$ cat config.mk
export PLATFORM = sky130hd
export DESIGN_NAME = msnf_ctrl
export DESIGN_NICKNAME = d
export VERILOG_FILES = /design/src/hw/rtl/msnf_pkg.sv /design/src/hw/rtl/msnf_ctrl.sv
export SDC_FILE = /design/constraint.sdc
export NUM_CORES = 1
export LEC_CHECK = 0
export BUFFER_PORTS_ARGS = -buffer_cell sky130_fd_sc_hd__buf_2
export CAP_MARGIN = 10
export CORE_AREA = 2 2 39 41
export CTS_BUF_LIST = sky130_fd_sc_hd__clkbuf_16
export CTS_CLUSTER_DIAMETER = 100
export CTS_CLUSTER_SIZE = 30
export DETAILED_ROUTE_END_ITERATION = 7
export DIE_AREA = 0 0 41 43
export HOLD_SLACK_MARGIN = 0.05
export PLACE_DENSITY = 0.51
export SYNTH_ARGS = -nofsm -noshare
export SYNTH_HDL_FRONTEND = slang
export SYNTH_SLANG_ARGS = --single-unit
$ cat constraint.sdc
create_clock -name clk_i -period 1.79 [get_ports clk_i]
set_input_delay 0.2685 -clock clk_i [delete_from_list [all_inputs] [get_ports clk_i]]
set_output_delay 0.2685 -clock clk_i [all_outputs]
set_load 0.005 [all_outputs]
$ cat src/hw/rtl/msnf_pkg.sv
`timescale 1ns / 1ps
package msnf_pkg;

  localparam int MAX_WIDTH = 1024;
  localparam int RAW_DEPTH = MAX_WIDTH + 1;
  localparam int COL_W     = $clog2(MAX_WIDTH);
  localparam int PTR_W     = $clog2(RAW_DEPTH);
  localparam int PEND_W    = $clog2(MAX_WIDTH + 2);
  localparam int FW_W      = 11;
  localparam int FH_W      = 16;
  localparam int SMP_W     = 16;
  localparam int RAW_W     = SMP_W + 1;
  localparam int SUM_W     = 20;
  localparam int MAG_W     = 19;
  localparam int CNT_W     = 4;
  localparam int REC_K     = 24;
  localparam int REC_W     = REC_K + 1;
  localparam int PROD_W    = MAG_W + REC_W;
  localparam int ADDR_W    = 3;
  localparam int DATA_W    = 32;

  localparam logic [FW_W-1:0] FRAME_WIDTH_RST  = FW_W'(1024);
  localparam logic [FH_W-1:0] FRAME_HEIGHT_RST = FH_W'(1000);

  typedef enum logic [0:0] {
    REG_FRAME_WIDTH  = 1'b0,
    REG_FRAME_HEIGHT = 1'b1
  } reg_idx_e;

  typedef enum logic [0:0] {
    OP_SAMPLE = 1'b0,
    OP_DRAIN  = 1'b1
  } op_e;

  typedef enum logic [3:0] {
    ST_IDLE,
    ST_PREP,
    ST_RD0,
    ST_RD1,
    ST_RD2,
    ST_RD3,
    ST_ACC3,
    ST_MUL,
    ST_FIN
  } state_e;

  typedef struct packed {
    logic       accept;
    logic       init_acc;
    logic [1:0] rd_sel;
    logic       acc_en;
    logic [1:0] acc_sel;
    logic       mul_en;
    logic       finish;
    logic       store;
  } dp_cmd_t;

  typedef struct packed {
    logic is_drain;
    logic drain_ok;
    logic emit_ok;
    logic out_free;
  } dp_sts_t;

  // ceil(2^REC_K / c); exact floor division for |sum| < 2^MAG_W
  function automatic logic [REC_W-1:0] recip(input logic [CNT_W-1:0] c);
    logic [REC_W-1:0] r;
    case (c)
      4'd1:    r = REC_W'((2**REC_K + 0) / 1);
      4'd2:    r = REC_W'((2**REC_K + 1) / 2);
      4'd3:    r = REC_W'((2**REC_K + 2) / 3);
      4'd4:    r = REC_W'((2**REC_K + 3) / 4);
      4'd5:    r = REC_W'((2**REC_K + 4) / 5);
      4'd6:    r = REC_W'((2**REC_K + 5) / 6);
      4'd7:    r = REC_W'((2**REC_K + 6) / 7);
      4'd8:    r = REC_W'((2**REC_K + 7) / 8);
      default: r = '0;
    endcase
    return r;
  endfunction

endpackage

$ cat src/hw/rtl/msnf_ctrl.sv
`timescale 1ns / 1ps
module msnf_ctrl (
  input  logic              clk_i,
  input  logic              rst_ni,
  input  logic              in_valid_i,
  output logic              in_ready_o,
  input  msnf_pkg::dp_sts_t sts_i,
  output msnf_pkg::dp_cmd_t cmd_o
);
  import msnf_pkg::*;

  state_e state_q, state_d;

  always_ff @(posedge clk_i or negedge rst_ni) begin
    if (!rst_ni) begin
      state_q <= ST_IDLE;
    end else begin
      state_q <= state_d;
    end
  end

  always_comb begin
    state_d = state_q;
    case (state_q)
      ST_IDLE: if (in_valid_i) state_d = ST_PREP;
      ST_PREP: begin
        if (sts_i.is_drain) begin
          state_d = sts_i.drain_ok ? ST_RD0 : ST_IDLE;
        end else begin
          state_d = sts_i.emit_ok ? ST_RD0 : ST_IDLE;
        end
      end
      ST_RD0:  state_d = ST_RD1;
      ST_RD1:  state_d = ST_RD2;
      ST_RD2:  state_d = ST_RD3;
      ST_RD3:  state_d = ST_ACC3;
      ST_ACC3: state_d = ST_MUL;
      ST_MUL:  state_d = ST_FIN;
      ST_FIN:  if (sts_i.out_free) state_d = ST_IDLE;
      default: state_d = ST_IDLE;
    endcase
  end

  always_comb begin
    cmd_o      = '0;
    in_ready_o = 1'b0;
    case (state_q)
      ST_IDLE: begin
        in_ready_o   = 1'b1;
        cmd_o.accept = in_valid_i;
      end
      ST_PREP: begin
        if (sts_i.is_drain) begin
          cmd_o.init_acc = sts_i.drain_ok;
        end else begin
          cmd_o.init_acc = sts_i.emit_ok;
          cmd_o.store    = !sts_i.emit_ok;
        end
      end
      ST_RD0: cmd_o.rd_sel = 2'd0;
      ST_RD1: begin
        cmd_o.rd_sel  = 2'd1;
        cmd_o.acc_en  = 1'b1;
        cmd_o.acc_sel = 2'd0;
      end
      ST_RD2: begin
        cmd_o.rd_sel  = 2'd2;
        cmd_o.acc_en  = 1'b1;
        cmd_o.acc_sel = 2'd1;
      end
      ST_RD3: begin
        cmd_o.rd_sel  = 2'd3;
        cmd_o.acc_en  = 1'b1;
        cmd_o.acc_sel = 2'd2;
      end
      ST_ACC3: begin
        cmd_o.acc_en  = 1'b1;
        cmd_o.acc_sel = 2'd3;
      end
      ST_MUL:  cmd_o.mul_en = 1'b1;
      ST_FIN:  cmd_o.finish = sts_i.out_free;
      default: ;
    endcase
  end
endmodule

# Yosys cells after proc, flatten, opt, wreduce, memory -nomap -nowiden
# Index checks and enable logic that the tools add are counted.
# word_totals
wordCells	30
reg_bits	4
out_inout_bits	11
inputBits	7
# classes
n_reduce_logical	3
n_eq_ne	10
mux	16
# ops
operator	count
4-bit case mux with 9 select lines	1
4-bit by 3-bit == test with 1-bit output (second input constant)	4
3-bit case mux with 4 select lines	1
4-bit by 2-bit == test with 1-bit output (second input constant)	2
1-bit two-way mux	8
4-bit two-way mux	2
2-bit two-way mux	3
2-bit case mux with 3 select lines	1
4-bit by 1-bit == test with 1-bit output (second input constant)	1
4-bit == test (second input constant)	1
4-bit zero test	1
2-bit != test (second input constant)	2
2-bit AND reduction	1
1-bit zero test	1

# Depth between registers and ports, before layout
# logic_depth
depth_word	3
depth_mapped	3
depth_no_buf	2

# Worst setup path after synthesis
# Ideal clock, no wire load.
# synth_path
kind	flip-flop to output port
startpoint	reg state_q[2]
endpoint	out cmd_o[1] (netlist bit)
required_ps	1521
path_buffers	1
t_arrival_ps	1132
slack_ps	390
stages_incl_launch_ff	4
path_cell_list	dfrtp_1 buf_6 or4b_4 nor2_1
# synth_lines
element	line_no	rtl
start, declared	msnf_ctrl.sv:12	state_e state_q, state_d;
start signal, assigned	msnf_ctrl.sv:18	state_q <= state_d;
end, declared	msnf_ctrl.sv:8	output msnf_pkg::dp_cmd_t cmd_o

==> key figures <==
Power
  – Sw Pwr: 0.000314 W
  – Pint: 0.000636 W
  – Gate power share: 42.3%
  – Lkg Pwr: 0.246 nW
  – IR drop worst, VDD: 0.495 mV
  – Clock power share: 36.0%
  – Net switching fraction of the power: 33.1%
  – Pwr dens: 1920 nW/µm²
  – Flop pwr share: 21.7%

STA
  – Fmax: 587 MHz
  – Final Hold Fails: 0
  – Max Transition Viols Final: 0
  – Setup TNS: 0 ns
  – Setup violations, final: 0
  – Headroom to the max-slew limit: 76.8%
  – Hold Worst Slack: 0.238 ns
  – Min cycle time layout: 1.70 ns
  – Clock skew: 0.000920 ns
  – RSZ-0062 raised after global routing: no
  – Final clock period utilization by the worst path: 95.2%
  – Slew of the pin with the lowest slew margin: 0.345 ns

Logic synthesis
  – Post-Syn Area: 315 µm²
  – Synth Instances: 37
  – Synth Warn #: 0
  – Seq/Total Area, Yosys: 31.7%
  – Avg Cell Area, Syn: 8.52 µm²
  – Synth cell types: 21
  – #FFs+latches synth: 4
  – Syn_nets: 44

Clocking
  – Cts bufs inserted: 3
  – Worst-path clk slew: 0.03 ns
  – Clk_lat worst skew: 0.22 ns
  – Clk sink count: 4
  – Postcts setup bufs: 0
  – Root Buffer: clkbuf_16
  – CTS tree: yes
  – Worst-case clock buffer depth: 2
  – H-tree levels: 1

Global routing
  – GRT Util Overall: 8.16%
  – Initial antenna violation count: 0
  – Pin count of the biggest net entering global routing: 12
  – First-pass GRT wire length: 986 µm
  – Vias in the first global route: 240
  – Total gr overflow: 0

Setup path
  – Crit path kind: reg -> out
  – CP max FO: 10
  – R2R setup slack: 0.58 ns
  – CP Data Arrival Time: 1.44 ns
  – CP endpoint kind: output port
  – Critical Path Start Type: flop
  – Critical Path RT: 1.52 ns

Drt
  – DRC violations left: 0
  – DR WL/cell: 9.49 µm
  – Post-Route WL: 683 µm
  – Total iterations of the first detailed-routing run: 2
  – Avg Vias per Cell: 4.38
  – DR iter-0 viols: 4
  – Via count: 315
  – ANT nets after route: 0

Finish
  – Ant diodes: 0
  – Cell area after layout: 495 µm²
  – Final-stage net count: 65
  – Most frequent cells in the layout: buf_2, nor2_1, clkbuf_16, dfrtp_1
  – Filler cell count in the final layout: 137
  – Layout cells sized above 1: 46.4%
  – Post-Layout Cell Count: 72
  – Area Overhead vs Synth: 57.1%
  – Most common cell after layout, fill and taps aside: buf_2
  – Top reg by flops: state_q
  – Max reg flops: 4
  – Biggest regs: state_q (4)

Floorplan
  – Die Y: 43 µm
  – Die Footprint: 1760 µm²
  – Die width: 41 µm
  – # IOs: 18
  – Core area: 1380 µm²
  – Site Rows: 14
  – Initial Utilization: 22.8%

Min path
  – Worst hold path class: in -> reg

Job
  – Max_cap viols: 0

Placement
  – Dpl cell area: 409 µm²
  – Routability cong.: 0.694
  – Cell count after placement: 68
  – Number of I/O port buffers: 17

Status
  – Status: complete, no violations
-- worst paths after layout --
kind / start / cells past startpoint / end
setup / recovery: state_q[2]$_DFFE_PN0P_ / 3 / cmd_o[1]
hold / removal: sts_i[0] / 2 / state_q[3]$_DFFE_PN0P_
setup reg to reg: state_q[2]$_DFFE_PN0P_ / 2 / state_q[3]$_DFFE_PN0P_
hold reg to reg: state_q[3]$_DFFE_PN0P_ / 2 / state_q[2]$_DFFE_PN0P_
max in group asynchronous: rst_ni / 2 / state_q[2]$_DFFE_PN0P_
min in group asynchronous: rst_ni / 2 / state_q[3]$_DFFE_PN0P_
-- Yosys cell counts --
library cell / count / share of area (%)
inv_1: 2 / 2.4
buf_2: 3 / 4.8
nor2_1: 6 / 7.1
buf_6: 1 / 3.6
nor4_1: 2 / 4.0
nand2_1: 1 / 1.2
nand3b_1: 1 / 2.4
nor4b_1: 1 / 2.8
a311oi_1: 1 / 2.8
or4b_4: 1 / 4.4
and2_1: 1 / 2.0
xnor2_1: 2 / 5.6
or2b_1: 1 / 2.4
a21oi_1: 2 / 3.2
dfrtp_1: 4 / 32
mux2i_1: 1 / 3.2
nor3_1: 2 / 3.2
nor3b_1: 1 / 2.4
o22ai_2: 1 / 4.0
a21bo_2: 1 / 3.2
nand2b_1: 2 / 4.0
-- critical path, cell delays in order (launching register included) --
cell	delay, ns
dfrtp_2	0.46
or4b_4	0.56
nor2_1	0.09
buf_2	0.11
-- power by group through the flow --
stage | registers, W | clock network [W] | logic (W)
floorplan | 0.000143 | 0 | 0.000341
global placement | 0.000200 | 0 | 0.000412
detailed placement | 0.000205 | 0 | 0.000407
CTS | 0.000205 | 0.000346 | 0.000410
global route | 0.000220 | 0.000355 | 0.000456
finish | 0.000206 | 0.000341 | 0.000401
-- stage by stage --
step                      power [W]  utilization, %  setup WS [ns]
final                      0.000949            35.8         0.0859
after global routing        0.00103            35.8         0.0231
after CTS                  0.000962            35.7         0.0504
after global placement     0.000612            29.6          0.297
after floorplan            0.000484               -          0.390
after detailed placement   0.000611            29.6          0.285
-- cells by family (layout without fill, tap and decap cells) --
logic type / after synthesis / count (layout) / share of synthesized area (%)
simple gates: 19 / 19 / 35.7
buf+inv: 6 / 25 / 10.7
compound gates: 5 / 5 / 13.1
flops: 4 / 4 / 31.7
xor+xnor: 2 / 2 / 5.56
mux: 1 / 1 / 3.17
-- layer usage --
layer	vias to the layer above	wire [µm]	track usage, %
met5	-	0	0
met4	0	0	2.00
met3	0	53	3.14
met2	13	287	12.5
met1	133	342	10.4
li1	169	-	-
-- cell type report --
class	count	area, µm²	share of cell area (%)
Clock buffer	3	75.1	15.2
Inverter	2	7.51	1.52
Multi-Input combinational cell	27	181	36.6
Sequential cell	4	101	20.5
Tap cell	16	20.0	4.04
Timing Repair Buffer	20	110	22.2
-- what timing repair did --
item | 4_1_cts | 5_1_grt
resized for setup | 0 | 1
endpoints found under the hold margin | 4 | 0
setup endpoints to repair | 0 | 1
hold buffers | 1 | 0
Power figures use the tool's default switching activity.
