$ cat src/hw/rtl/msnf_pkg.sv
`timescale 1ns / 1ps
package msnf_pkg;

  localparam int MAX_WIDTH = 1024;
  localparam int RAW_DEPTH = MAX_WIDTH + 1;
  localparam int COL_W     = $clog2(MAX_WIDTH);
  localparam int PTR_W     = $clog2(RAW_DEPTH);
  localparam int PEND_W    = $clog2(MAX_WIDTH + 2);
  localparam int FW_W      = 11;
  localparam int FH_W      = 16;
  localparam int SMP_W     = 16;
  localparam int RAW_W     = SMP_W + 1;
  localparam int SUM_W     = 20;
  localparam int MAG_W     = 19;
  localparam int CNT_W     = 4;
  localparam int REC_K     = 24;
  localparam int REC_W     = REC_K + 1;
  localparam int PROD_W    = MAG_W + REC_W;
  localparam int ADDR_W    = 3;
  localparam int DATA_W    = 32;

  localparam logic [FW_W-1:0] FRAME_WIDTH_RST  = FW_W'(1024);
  localparam logic [FH_W-1:0] FRAME_HEIGHT_RST = FH_W'(1000);

  typedef enum logic [0:0] {
    REG_FRAME_WIDTH  = 1'b0,
    REG_FRAME_HEIGHT = 1'b1
  } reg_idx_e;

  typedef enum logic [0:0] {
    OP_SAMPLE = 1'b0,
    OP_DRAIN  = 1'b1
  } op_e;

  typedef enum logic [3:0] {
    ST_IDLE,
    ST_PREP,
    ST_RD0,
    ST_RD1,
    ST_RD2,
    ST_RD3,
    ST_ACC3,
    ST_MUL,
    ST_FIN
  } state_e;

  typedef struct packed {
    logic       accept;
    logic       init_acc;
    logic [1:0] rd_sel;
    logic       acc_en;
    logic [1:0] acc_sel;
    logic       mul_en;
    logic       finish;
    logic       store;
  } dp_cmd_t;

  typedef struct packed {
    logic is_drain;
    logic drain_ok;
    logic emit_ok;
    logic out_free;
  } dp_sts_t;

  // ceil(2^REC_K / c); exact floor division for |sum| < 2^MAG_W
  function automatic logic [REC_W-1:0] recip(input logic [CNT_W-1:0] c);
    logic [REC_W-1:0] r;
    case (c)
      4'd1:    r = REC_W'((2**REC_K + 0) / 1);
      4'd2:    r = REC_W'((2**REC_K + 1) / 2);
      4'd3:    r = REC_W'((2**REC_K + 2) / 3);
      4'd4:    r = REC_W'((2**REC_K + 3) / 4);
      4'd5:    r = REC_W'((2**REC_K + 4) / 5);
      4'd6:    r = REC_W'((2**REC_K + 5) / 6);
      4'd7:    r = REC_W'((2**REC_K + 6) / 7);
      4'd8:    r = REC_W'((2**REC_K + 7) / 8);
      default: r = '0;
    endcase
    return r;
  endfunction

endpackage

$ cat src/hw/rtl/msnf_cfg.sv
`timescale 1ns / 1ps
module msnf_cfg (
  input  logic                           clk_i,
  input  logic                           rst_ni,
  input  logic                           psel,
  input  logic                           penable,
  input  logic                           pwrite,
  input  logic [msnf_pkg::ADDR_W-1:0]    paddr,
  input  logic [msnf_pkg::DATA_W-1:0]    pwdata,
  output logic [msnf_pkg::DATA_W-1:0]    prdata,
  output logic                           pready,
  output logic [msnf_pkg::PTR_W-1:0]     weff_o,
  output logic [msnf_pkg::FH_W-1:0]      heff_o,
  output logic                           restart_o
);
  import msnf_pkg::*;

  logic [FW_W-1:0] width_q;
  logic [FH_W-1:0] height_q;
  reg_idx_e        idx;
  logic            wr;

  assign pready = 1'b1;
  assign idx    = reg_idx_e'(paddr[2]);
  assign wr     = psel && penable && pwrite;

  always_ff @(posedge clk_i or negedge rst_ni) begin
    if (!rst_ni) begin
      width_q  <= FRAME_WIDTH_RST;
      height_q <= FRAME_HEIGHT_RST;
    end else if (wr) begin
      case (idx)
        REG_FRAME_WIDTH:  width_q  <= pwdata[FW_W-1:0];
        REG_FRAME_HEIGHT: height_q <= pwdata[FH_W-1:0];
        default: ;
      endcase
    end
  end

  // both decoded indexes are real registers, so any write restarts
  assign restart_o = wr;

  always_comb begin
    case (idx)
      REG_FRAME_WIDTH:  prdata = DATA_W'(width_q);
      REG_FRAME_HEIGHT: prdata = DATA_W'(height_q);
      default:          prdata = '0;
    endcase
  end

  always_comb begin
    if (width_q == '0) begin
      weff_o = PTR_W'(1);
    end else if (32'(width_q) > MAX_WIDTH) begin
      weff_o = PTR_W'(MAX_WIDTH);
    end else begin
      weff_o = PTR_W'(width_q);
    end
  end

  assign heff_o = (height_q == '0) ? FH_W'(1) : height_q;
endmodule

$ cat config.mk
export PLATFORM = sky130hd
export DESIGN_NAME = msnf_cfg
export DESIGN_NICKNAME = d
export VERILOG_FILES = /design/src/hw/rtl/msnf_pkg.sv /design/src/hw/rtl/msnf_cfg.sv
export SDC_FILE = /design/constraint.sdc
export NUM_CORES = 1
export LEC_CHECK = 0
export ABC_AREA = 1
export BUFFER_PORTS_ARGS = -buffer_cell sky130_fd_sc_hd__clkbuf_2
export CORE_UTILIZATION = 40
export DETAILED_ROUTE_END_ITERATION = 12
export HOLD_SLACK_MARGIN = 0.1
export PLACE_DENSITY = 0.74
export SLEW_MARGIN = 15
export SYNTH_ARGS = -nofsm -noshare
export SYNTH_HDL_FRONTEND = slang
export SYNTH_SLANG_ARGS = --single-unit
$ cat constraint.sdc
create_clock -name clk_i -period 1.67 [get_ports clk_i]
set_input_delay 0.167 -clock clk_i [delete_from_list [all_inputs] [get_ports clk_i]]
set_output_delay 0.167 -clock clk_i [all_outputs]
set_load 0.05 [all_outputs]
==> Yosys cells after proc, flatten, opt, wreduce, memory -nomap -nowiden <==
Cells that the tools add are included.
{ "word_totals": {"ff_bits": 27, "inputBits": 40, "output_inout_bits": 61, "elab_cells": 14} }
{ "classes": {"order_cmp": 1, "n_mux": 4, "bitwise_logic": 1, "reduce_logical": 6} }
{ "op_table": {"columns": ["operator", "n"], "rows": [
  ["$pmux W32 S2", 1],
  ["$mux W11", 2],
  ["$logic_not A16 Y1", 1],
  ["$mux W16", 1],
  ["$gt A11 B11 Y1 const B", 1],
  ["$logic_not A11 Y1", 1],
  ["$reduce_and A2 Y1", 2],
  ["$logic_and A1 B1 Y1", 2],
  ["$not A1 Y1", 1]
]} }

==> Longest topological paths before layout <==
Gate-level depths: netlist (run 1).
{ "depth": {"ltp_word": 3, "ltp_mapped": 5, "mapped_depth_nobuf": 5} }

==> Least setup slack after synthesis (run 1) <==
Ideal clock, no wire load.
{ "synth_timing": {"path_type": "register to output", "startpoint": "register width_q[10]", "endpoint": "output prdata[10] in the netlist's numbering", "arrival_ns": 1.674, "required_time_ns": 1.503, "setup_slack_ns": -0.171, "path_stages_with_launch": 3, "path_buffers": 0, "path_cell_list": "dfstp_2 -> inv_1 -> o21ai_0"} }
{ "synth_between": {"elab_chain_len": 1} }
{ "synth_rtl": {"columns": ["item", "line", "source"], "rows": [
  ["from (decl)", "msnf_cfg.sv:18", "logic [FW_W-1:0] width_q;"],
  ["from (signal assigned)", "msnf_cfg.sv:33", "REG_FRAME_WIDTH: width_q <= pwdata[FW_W-1:0];"],
  ["$pmux W32 S2", "msnf_cfg.sv:44", "case (idx)"],
  ["to (decl)", "msnf_cfg.sv:10", "output logic [msnf_pkg::DATA_W-1:0] prdata,"]
]} }
No other way between the ends. The select of a mux whose other input is x is not followed.

==> Worst setup path after layout (run 1) <==
{ "layout_timing": {"startpoint": "register width_q[0]", "endpoint": "output weff_o[2] in the netlist's numbering"} }
{ "layout_between": {"elab_chain_len": 3, "elab_cells_between_ends": 4, "cone_classes": "1 x order compare; 2 x mux; 1 x reduce/logical"} }
{ "layout_rtl": {"columns": ["item", "line", "source"], "rows": [
  ["$gt A11 B11 Y1", "msnf_cfg.sv:54", "end else if (32'(width_q) > MAX_WIDTH) begin"],
  ["$mux W11", "msnf_cfg.sv:54", null],
  ["$mux W11 *", "msnf_cfg.sv:52", "if (width_q == '0) begin"],
  ["to (decl)", "msnf_cfg.sv:12", "output logic [msnf_pkg::PTR_W-1:0] weff_o,"]
]} }
Every way passes the cells marked *; elsewhere a longest branch is shown, timed or not.

==> qor_table.md, run 1 <==
| Item | Value |
|:---|:---|
| Met1 capacity usage during global routing | 18.20% |
| Gate count after technology mapping | 217 |
| Area fraction of the dominant cell type after synthesis | 31.01% |
| Crit path largest cell delay | 0.41 ns |
| Clock buffer count from CTS | 3 |
| Ys Warns | 0 |
| Final Non-Filler Cells | 314 |
| Cell area after synthesis | 1614 sq um |
| Area delta synth->final | 21.47% |
| First-pass GRT wire length | 5.264 mm |
| Number of stages on the worst hold path | 3 |
| Largest voltage drop on the vdd net | 612.5 uV |
| Worst-path cell with the longest stage delay | sky130_fd_sc_hd__dfrtp_1 |
| # port buffers | 65 |
| Number of DRC markers in iteration 0 | 46 |
| Hold violation total from the final report | 0 |
| Max Clk Rate | 0.6253 GHz |
| Status | complete, no violations |
| Antenna diode instance count | 0 |
| Clk sinks | 27 |
| Routability Congestion | 0.8901 |
| Final hold slack | 0.1058 ns |
| M3 GR Usage | 3.299% |
| Final setup vio count | 0 |
| Commonest cells after routing, fill and taps aside | sky130_fd_sc_hd__clkbuf_2, sky130_fd_sc_hd__nand2_1, sky130_fd_sc_hd__o21ai_0 |
| Vias in the first global route | 1261 |
| Clock tree buffer depth | 2 |
| Worst path arrival time | 1.43 ns |
| DRC errors left | 0 |
| Period utilization | 95.76% |
| Top cells by area, synth | sky130_fd_sc_hd__dfrtp_1, sky130_fd_sc_hd__nand2_1, sky130_fd_sc_hd__dfstp_2, sky130_fd_sc_hd__o21ai_0, sky130_fd_sc_hd__buf_4 |
| Clock root buffer | sky130_fd_sc_hd__clkbuf_8 |
| Critical-path maximum fanout | 9 |
| Core area | 3771 sq um |
| Sequential-to-total area share from yosys stat | 42.40% |
| Class of the tightest hold or removal check | in -> reg |
| Boundary pin count | 101 |
| Unique cell type count in the Yosys netlist | 17 |
| Cell-by-cell trace of the critical path | nor2_1, nand3_1, nor2_2, nor2_4, nor2_1, buf_6 |
| Largest net degree at the start of global routing | 28 |
| Total placed cells including tap cells | 306 |
| Site Rows | 22 |
| Syn_area_per_cell | 7.438 sq um |
| WP data required | 1.50 ns |
| Leak | 0.001053 uW |
| Worst rel slew slack | 56.21% |
| CP Launch Type | flop |
| DP HPWL | 2.497 mm |
| Number of buffers added for setup after CTS | 0 |
| Measured slew at the worst slew-check pin | 0.6569 ns |
| DR pass1 iterations | 4 |
| Fin. max-slew vios | 0 |
| Cell repeated most along the worst path | sky130_fd_sc_hd__nor2_1 |
| Clock Latency Late Sink | 0.26 ns |
| Number of nets still failing antenna checks after routing | 0 |
| Post-route clock skew | 0 ns |
| Initial antenna violation count | 0 |
| Total via count after detailed routing | 1376 |
| TritonCTS clock tree | done |
| Unrepaired setup endpoints after global routing | yes |
| Total Routing Usage GR | 15.87% |
| Final min period | 1.599 ns |
| Crit path kind | reg -> out |
| Width of the die | 65.52 um |
| Die Outline Area | 4293 sq um |
| Drt via density | 4.382 |
| GR Overflow Total | 0 |
| Starting Density | 42.80% |
| Average wire length per cell after detail routing | 10.17 um |
| Post-synthesis register bit count | 27 |
| Power per Cell Area | 1385 nW/um^2 |
| Fin Setup TNS | 0 ns |
| Most common cell after layout, fill and taps aside | sky130_fd_sc_hd__clkbuf_2 |
| Count of max-cap constraint violations | 0 |
| Critical path endpoint category | output port |
| Clock transition at the register clock pins on the worst setup and hold paths after CTS | 0.09 ns |
| Fraction of final layout cells with drive strength greater than 1 | 33.83% |
| Met2 Usage GRT | 29.12% |
| Overall die height | 65.52 um |
| H-Tree Level Count | 1 |
| Logic depth of the worst register-to-register path | 2 |
| Post-synth top area cell | sky130_fd_sc_hd__dfrtp_1 |
| Power consumption | 2716 uW |
| Net count of the finished layout | 307 |
| GR peak layer | met2 |
| Routed wire length | 3.192 mm |
==> cells by family (layout without fill, tap and decap cells) <==
kind of cell    after synthesis  in the layout  share of synthesized area [%]
simple gates                 77             77                          20.54
buf+inv                      73            107                          23.64
compound gates               38             38                          12.95
flops                        27             27                          42.40
other cells                   2             17                         0.4653
==> cell type report <==
cell class                 instances  area, sq um
fill                             369         1810
clock buffer                       4        45.04
sequential                        27        684.4
tap                               48        60.06
timing repair buffer              71        436.7
multi-input combinational        132        614.3
inverter                          32        120.1
==> flip-flops by register name, summed over array words and instances, names as in the netlist <==
signal / count
height_q: 16
width_q: 11
==> power by group <==
| group | leakage [uW] | switching (uW) | internal (uW) |
|---|---|---|---|
| clock network | 0.0000228 | 189 | 171 |
| registers | 0.000318 | 93.1 | 815 |
| logic | 0.000713 | 1120 | 325 |
| total | 0.00105 | 1410 | 1310 |
==> Yosys cell counts, drive strengths merged <==
cell type	number
buf	25
clkbuf	16
conb	2
dfrtp	20
dfstp	7
inv	32
nand2	50
nand3	4
nand4	3
nor2	20
o21ai	38
==> metal layers <==
metal	wire (um)	part of all wire, %	vias to the layer above
met5	0	0	-
met4	27	0.85	0
met3	230	7.2	4
met2	1635	51	56
met1	1298	41	604
li1	-	-	712
==> through the flow <==
| step | area, sq um | utilization [%] | setup slack [ns] |
|---|---|---|---|
| after detailed placement | 1822 | 48.31 | 0.2423 |
| after global placement | 1822 | 48.31 | 0.2585 |
| final | 1961 | 51.99 | 0.07075 |
| after CTS | 1937 | 51.36 | 0.01452 |
| after floorplan | 1670 | - | -0.08033 |
| after global routing | 1961 | 51.99 | -0.02244 |
==> worst max-delay path: cells and delay by family (launching register included) <==
family	cells	cell delay [ns]
flops	1	0.41
simple gates	5	0.57
buf+inv	1	0.18
==> what timing repair did <==
action / CTS / global route
endpoints found under the setup margin: 9 / 11
hold buffers: 4 / 0
gates resized for setup: 11 / 20
hold endpoints to repair: 23 / 0
==> path summary, 6_finish.rpt <==
check                            start  slack [ns]      endpoint
max in group asynchronous       rst_ni        0.79    width_q[5]
hold reg to reg            height_q[9]        0.52   height_q[9]
min in group asynchronous       rst_ni        0.45  height_q[11]
setup / recovery            width_q[0]        0.07     weff_o[2]
hold / removal               pwdata[8]        0.11   height_q[8]
setup reg to reg           width_q[10]        0.78   width_q[10]
No activity file was read; power rests on OpenSTA's default activity.
==> inputs of run 2 (changes only) <==
Settings changed: CORE_UTILIZATION 40 to 46, PLACE_DENSITY 0.74 to 0.83.
==> qor_table.md, run 2 (same netlist as run 1, synthesis figures left out) <==
| Item | Value | vs previous |
|:---|:---|:---|
| Cell-by-cell trace of the critical path | nor2_1, nand3_1, nor2_4, nor2_2, nor2_2, buf_8 |  |
| Register bank with the most flops | height_q |  |
| H-Tree Level Count | 1 | unchanged |
| DR pass1 iterations | 4 | unchanged |
| Number of nets still failing antenna checks after routing | 0 | unchanged |
| Top cell family by delay on the critical path | simple AND/OR/NAND/NOR gates |  |
| Initial antenna violation count | 0 | unchanged |
| Area post-placement | 1819 sq um | -0.14% |
| Class of the tightest hold or removal check | in -> reg |  |
| Largest registers | height_q: 16 flops, width_q: 11 flops |  |
| Fin. max-slew vios | 0 | unchanged |
| Fraction of final layout cells with drive strength greater than 1 | 36.30% | +2.5 points |
| Final setup vio count | 1 | +1 |
| First-pass GRT wire length | 5.444 mm | +3.4% |
| Power per Cell Area | 1275 nW/um^2 | -7.9% |
| Overall die height | 61.24 um | -6.5% |
| Clock tree buffer depth | 2 | unchanged |
| Average wire length per cell after detail routing | 10.97 um | +7.9% |
| Post-route setup slack | -0.0006857 ns | -0.07144 ns |
| Max Clk Rate | 0.5986 GHz | -4.3% |
| GR Overflow Total | 0 | unchanged |
| Violated checks | setup timing |  |
| Largest voltage drop on the vdd net | 685.5 uV | +12% |
| Number of DRC markers in iteration 0 | 48 | +4.3% |
| DP HPWL | 2.482 mm | -0.60% |
| Critical-path maximum fanout | 4 | -5 |
| Portion of total power attributed to sequential cells | 33.1% | -0.3 points |
| Crit path kind | reg -> out |  |
| Final min period | 1.671 ns | +0.07144 ns |
| Routability Congestion | 0.9184 | +3.2% |
| Boundary pin count | 101 | unchanged |
| Starting Density | 48.37% | +5.6 points |
| Cell repeated most along the worst path | sky130_fd_sc_hd__nor2_2 |  |
| Status | finished with violations |  |
| Routed wire length | 3.588 mm | +12% |
| Antenna diode instance count | 0 | unchanged |
| Switching power as a share of total power | 52.58% | +0.85 points |
| Worst rel slew slack | 55.71% | -0.50 points |
| Clk sinks | 27 | unchanged |
| Total Routing Usage GR | 19.79% | +3.9 points |
| Largest net degree at the start of global routing | 28 | unchanged |
| WP data required | 1.50 ns | about the same |
| Net count of the finished layout | 322 | +4.9% |
| Vias in the first global route | 1255 | -0.48% |
| CP Launch Type | flop |  |
| Cell internal pwr | 1305 uW | -0.44% |
| Clock Latency Late Sink | 0.31 ns | +0.05 ns |
| Core area | 3337 sq um | -12% |
| Worst-path cell with the longest stage delay | sky130_fd_sc_hd__dfrtp_1 |  |
| Clock root buffer | sky130_fd_sc_hd__clkbuf_4 |  |
| Site Rows | 21 | -4.5% |
| Most common cell after layout, fill and taps aside | sky130_fd_sc_hd__clkbuf_2 |  |
| Area delta synth->final | 33.72% |  |
| Commonest cells after routing, fill and taps aside | sky130_fd_sc_hd__clkbuf_2, sky130_fd_sc_hd__nand2_1, sky130_fd_sc_hd__o21ai_0 |  |
| Clock buffer count from CTS | 3 | unchanged |
| Power dissipated by switching net loads | 1447 uW | +3.0% |
| Leak | 0.001120 uW | +6.4% |
| Portion of total power attributed to combinational logic | 57.0% | +3.7 points |
| Total via count after detailed routing | 1469 | +6.8% |
| Unrepaired setup endpoints after global routing | yes |  |
| Final std cell area, no fill | 2158 sq um | +10% |
| Worst slack at placement | 0.2785 ns | +0.03616 ns |
| Hold violation total from the final report | 0 | unchanged |
| Width of the die | 61.24 um | -6.5% |
| # port buffers | 65 | unchanged |
| Number of flip-flops under the largest register name | 16 | unchanged |
| Clk network pwr share | 10.0% | -3.2 points |
| Die Outline Area | 3750 sq um | -13% |
| DRC errors left | 0 | unchanged |
| TritonCTS clock tree | done |  |
| Crit path largest cell delay | 0.42 ns | about the same |
| Critical path endpoint category | output port |  |
| Drt via density | 4.492 | +2.5% |
| Fin Setup TNS | -0.0006857 ns | -0.0006857 ns |
| Period utilization | 100.0% | +4.3 points |
| Worst path arrival time | 1.50 ns | +0.07 ns |
| Clock transition at the register clock pins on the worst setup and hold paths after CTS | 0.14 ns | +0.05 ns |
| Count of max-cap constraint violations | 0 | unchanged |
| Buffers & Inverters on Critical Path | 1 | unchanged |
| Post-route clock skew | 0 ns | unchanged |
| Measured slew at the worst slew-check pin | 0.6644 ns | +0.007475 ns |
[run 2: through the flow]
stage                     cells  hold slack (ns)  total power, uW  util [%]
after global routing        327           0.2090             2899     64.68
after detailed placement    304           0.2294             2306     54.52
after floorplan             232          -0.1286             2083         -
after CTS                   325           0.2066             2668     62.24
after global placement      304           0.2139             2288     54.52
final                       327           0.2114             2752     64.68
[run 2: power by group through the flow]
stage	Combinational, uW	Clock, uW	Sequential, uW
after floorplan	1190	0	891
after global placement	1380	0	911
after detailed placement	1390	0	918
after CTS	1480	284	906
after global routing	1670	304	930
final	1570	274	910
[run 2: cell type report]
| type | count | area [sq um] |
|---|---|---|
| Sequential cell | 27 | 684.4 |
| Fill cell | 311 | 1179 |
| Timing Repair Buffer | 85 | 614.3 |
| Multi-Input combinational cell | 133 | 655.6 |
| Inverter | 32 | 120.1 |
| Clock buffer | 4 | 26.28 |
| Tap cell | 46 | 57.56 |
[run 2: metal layers]
layer	vias up	global-route usage (%)	part of all wire [%]
met1	661	25.27	43
met3	8	1.681	4.2
met5	-	0	0
met2	53	34.78	50
li1	747	-	-
met4	0	7.792	2.6
[run 2: what timing repair did]
item,in CTS,in global routing
cloned,0,1
endpoints found under the hold margin,45,0
setup endpoints to repair,9,11
pin swaps,0,6
gates resized for setup,17,32
hold buffers,17,0
buffers inserted,0,1
[run 2: final timing paths]
kind | from | to | slack, ns | cells past startpoint
worst min-delay path | penable | height_q[13] | 0.21 | 4
max in group asynchronous | rst_ni | height_q[2] | 0.84 | 2
worst min register to register | height_q[8] | height_q[8] | 0.53 | 2
worst max register to register | width_q[10] | width_q[10] | 0.76 | 2
min in group asynchronous | rst_ni | width_q[9] | 0.41 | 2
worst max-delay path | width_q[0] | weff_o[9] | -0.0007 | 6
[run 2: worst reg2reg max path, stage by stage, from the launching register on]
cell and delay (ns):
sky130_fd_sc_hd__dfstp_2 0.55, sky130_fd_sc_hd__inv_1 0.11, sky130_fd_sc_hd__o21ai_0 0.19
